$ cat src/rtl/mse_pkg.sv
// shared types and constants for the moment snr level estimator
// no dependencies; imported by mse_mul and moment_snr_level_estimator
package mse_pkg;

  // defaults for the top level parameters
  localparam int SAMPLE_BITS_DEF     = 16;
  localparam int ALPHA_FRAC_BITS_DEF = 16;

  // configuration register indexes and reset values
  localparam logic [0:0]  REG_ALPHA     = 1'b0;
  localparam logic [0:0]  REG_BLOCK_LEN = 1'b1;
  localparam logic [16:0] ALPHA_RESET   = 17'd1311;
  localparam logic [15:0] BLOCK_LEN_RESET = 16'd1024;

  // 10*log10(2) in q16
  localparam logic [31:0] DB_PER_OCTAVE_Q16 = 32'd197283;

  // multiplier operand width
  localparam int MUL_W = 32;

  // level status codes
  localparam logic LEVEL_OK        = 1'b0;
  localparam logic LEVEL_UNDEFINED = 1'b1;

  // sequencer states
  typedef enum logic [4:0] {
    ST_IDLE,
    ST_SQI,
    ST_SQQ,
    ST_PSUM,
    ST_YA,
    ST_YB,
    ST_YC,
    ST_YD,
    ST_WA,
    ST_WB,
    ST_WC,
    ST_WD,
    ST_WE,
    ST_UPD,
    ST_CHK,
    ST_CHK2,
    ST_SCALE,
    ST_SQRT,
    ST_LNORM,
    ST_LSQ,
    ST_LSQR,
    ST_LACC,
    ST_MUL,
    ST_RND,
    ST_OUT
  } state_t;

endpackage

$ cat src/rtl/mse_mul.sv
// registered 32x32 unsigned multiplier shared by the sequencer steps that multiply
// depends on mse_pkg
module mse_mul (
  input  logic                        clk,
  input  logic [mse_pkg::MUL_W-1:0]   a,
  input  logic [mse_pkg::MUL_W-1:0]   b,
  output logic [2*mse_pkg::MUL_W-1:0] prod
);
  import mse_pkg::*;

  // product register
  always_ff @(posedge clk) begin
    prod <= {{MUL_W{1'b0}}, a} * {{MUL_W{1'b0}}, b};
  end

endmodule

$ cat config.mk
export PLATFORM = sky130hd
export DESIGN_NAME = mse_mul
export DESIGN_NICKNAME = d
export VERILOG_FILES = /design/src/rtl/mse_pkg.sv /design/src/rtl/mse_mul.sv
export SDC_FILE = /design/constraint.sdc
export NUM_CORES = 2
export LEC_CHECK = 0
export BUFFER_PORTS_ARGS = -buffer_cell sky130_fd_sc_hd__buf_4
export CORE_UTILIZATION = 42
export DETAILED_ROUTE_END_ITERATION = 16
export GPL_ROUTABILITY_DRIVEN = 0
export GPL_TIMING_DRIVEN = 0
export HOLD_SLACK_MARGIN = 0.12
export MAX_ROUTING_LAYER = met4
export PLACE_DENSITY = 0.56
export SYNTH_ARGS = -nofsm -noshare
export SYNTH_HDL_FRONTEND = slang
export SYNTH_SLANG_ARGS = --single-unit
$ cat constraint.sdc
create_clock -name clk -period 11.07 [get_ports clk]
set_input_delay 3.321 -clock clk [delete_from_list [all_inputs] [get_ports clk]]
set_output_delay 3.321 -clock clk [all_outputs]
set_load 0.05 [all_outputs]
==> summary.md <==
| Metric | Value |
|---|---|
| Outcome | finished, violations left |
| Failing checks | setup timing |
| Fin. Hold Viols | 0 |
| Most flop-heavy register | prod |
| Clk buf depth | 2 |
| Synthesized area | 0.0347 mm² |
| Post-layout min period | 11070 ps |
| Pin count of the biggest net entering global routing | 15 |
| CTS tree | yes |
| Io pins | 129 |
| RSZ-0062 raised after global routing | true |
| Final Cell Area | between 0.03 and 0.04 mm² |
| Vias in the first global route | between 20000 and 30000 |
| Mapped Cells | around 3700 |
| Setup crit start kind | input pin |
| Origin of the worst min-delay path | b[0] |
| Row Count | between 100 and 150 |
| Sequential fraction of the synthesis area | 3.69% |
| CP endpoint kind | register |
| CP peak stage delay | about 740 ps |
| Most used cell, CP | fa_1 |
| Hold buffers post-CTS | 0 |
| Worst Path Buf+Inv | 4 |
| Non-Filler Instances | 4959 |
| # DRC | 0 |
| DRT iter0 DRCs | approximately 2200 |
| Yosys warns | 0 |
| Nets | between 5000 and 6000 |
| Required @ worst endpoint | 11330 ps |
| Setup WS post-layout | -2.73 ps |
| # clock sinks | 64 |
| Final HPWL DP | 109000 µm |
| Async SR Flop Fraction | 0% |
| Vias | between 20000 and 30000 |
| Hold-critical path depth | 2 |
| Worst slew pin tran | ~1100 ps |
| Area Growth Syn to Fin | 8.01% |
| Final max-slew violation count | 0 |
| Starting density of the core | roughly 42% |
| Synth cell types | between 50 and 60 |
| WP data arrival | roughly 11000 ps |
| CP max FO | 10 |
| Clk slew on worst S/H paths | roughly 60 ps |
| Antenna Nets Post-Route | 0 |
| Overflow after GRT | 0 |
| Initial antenna violation count | 25 |
| Die Span X | between 200 and 300 µm |
| Placed insts | around 4900 |
| Worst slew margin | 26.7% |
| Path type of the worst min-delay path | in2reg |
| Place WS | -645 ps |
| Die Y-Extent | 289 µm |
| Final WL | 129000 µm |
| CP top delay family | adder cells |
| Biggest regs | prod (64) |
| Syn Nets | between 4000 and 5000 |
| Syn Area/Cell | slightly above 9 µm² |
| Clock buffer count from CTS | 9 |
| Worst path cell trace | buf_4, clkbuf_1, and2_1, fa_1, fa_1, fa_1, fa_1, fa_1, fa_1, fa_1, inv_1, fa_1, inv_1, ha_1, nand2_1, or4_1, or3_1, a31oi_2, a31o_2, a211oi_1, o21ai_1, xor2_1 |
| Share of cells above drive strength 1 | between 7 and 8% |
| Placed cell areas | 0.0370 mm² |
| Port buffer count | ~130 |
| Drt wl/cell | between 20 and 30 µm |
| Dominant synthesized flop cell | dfxtp_1 |
| Fmax | about 90 MHz |
| Final setup viols | 1 |
| Post-synthesis register bit count | 64 |
| Global-route wire length before repair | roughly 190000 µm |
| Clock tree root buffer cell | clkbuf_16 |
| Max cap viols | 0 |
| Fill count | 8144 |
| Post-synth EDFFs | 0 |
| Drt first pass iters | 6 |
| Max reg flops | 64 |
| Total track usage | around a third |
| Kind of critical path | in2reg |
| Final period utilization | 100% |
| Slowest-stage cell, CP | clkbuf_1 |
| WHS | ~3300 ps |
| Hold Path End | prod[0] |
| Vias/cell | around 5.4 |
| H-Tree Depth | 3 |
| Core Footprint | 0.0818 mm² |
| Die Area | between 0.08 and 0.09 mm² |
[synthesized netlist by cell type, types with 2 or more instances]
cell type,n,share of area [%]
or4_1,3,0.065
a21o_1,40,0.87
o31ai_1,2,0.043
o221ai_1,3,0.076
inv_1,865,9.4
a311oi_1,2,0.051
xor2_1,25,0.63
o21ai_1,5,0.072
a221o_1,4,0.12
and3b_1,2,0.051
o211ai_1,2,0.043
o21ai_0,21,0.30
nand4_1,23,0.41
a31oi_1,12,0.22
nor2b_1,2,0.036
a21oi_1,63,0.91
clkbuf_1,213,2.3
a221oi_4,3,0.23
nand2b_1,2,0.036
or2_2,3,0.054
or3_1,3,0.054
o221a_2,2,0.065
o21bai_1,10,0.22
nor2_1,20,0.22
a21oi_2,3,0.076
nand3_1,10,0.14
and3_1,14,0.25
and4_1,3,0.076
dfxtp_1,64,3.7
xnor2_1,35,0.88
buf_2,6,0.087
nand2_1,480,5.2
o21a_1,9,0.19
ha_1,263,9.5
a211oi_1,3,0.065
fa_1,896,52
and2_1,602,11
o31ai_4,3,0.18
a21boi_1,3,0.065
nor3_1,7,0.10
[through the flow]
| stage | TNS, ps | util, % |
|---|---|---|
| finish | -2.73 | 45.8 |
| global route | -23.0 | 45.7 |
| CTS | 0 | 45.6 |
| detailed placement | -7220 | 45.2 |
| global placement | -6930 | 45.2 |
| floorplan | 0 | - |
[layout make-up]
class	count	area, µm²	area share [%]
well taps	1070	1340	3.57
clock inverters	6	85.1	0.227
plain buffers	207	951	2.54
repair buffers	130	976	2.61
diodes	9	22.5	0.0601
inverters	865	3250	8.67
multi-input cells	2599	29300	78.3
clock buffers	9	225	0.601
flip-flops and latches	64	1280	3.42
[what timing repair did]
item | 4_1_cts | 5_1_grt
gates resized for setup | 69 | 127
setup endpoints to repair | 9 | 15
pin swaps | 0 | 2
buffers inserted | 0 | 2
[logic make-up (layout without fill, tap and decap cells)]
family,count (synthesis),in the layout,share of synthesized area [%]
other,0,9,0
adder cells (fa/ha/maj),1159,1159,61.2
flip-flops,64,64,3.69
multiplexers,1,1,0.0289
AND/OR/NAND/NOR,1177,1177,17.6
buffers and inverters,1085,1217,11.8
XOR/XNOR,60,60,1.52
AO/OA/AOI/OAI,202,202,4.15
[cell usage in the layout, fill, tap and decap left out, types with 40 or more instances in the layout]
master    instances
fa_1            896
nand2_1         480
clkbuf_1         78
clkbuf_2        115
a21oi_1          63
buf_4           130
a21o_1           40
inv_1           865
dfxtp_1          64
ha_1            263
and2_1          602
[how the worst max path moves through the flow]
stage               start        to  slack, ps  cells past startpoint
finish              b[31]  prod[62]         -3                     22
global route        a[15]  prod[63]        -20                     24
CTS                 a[18]  prod[62]          3                     24
detailed placement  a[18]  prod[62]       -640                     24
global placement    a[18]  prod[62]       -650                     24
floorplan           a[25]  prod[62]       1000                     25
[metal layers]
metal  part of all wire, %  track usage (%)
met1                    37             40.6
met2                    45             49.6
met3                   9.4             5.91
met4                   8.1             21.1
met5                     0                -
Power is not shown: default switching activity piles up to over one toggle a cycle in this logic, so the estimate is an artifact.
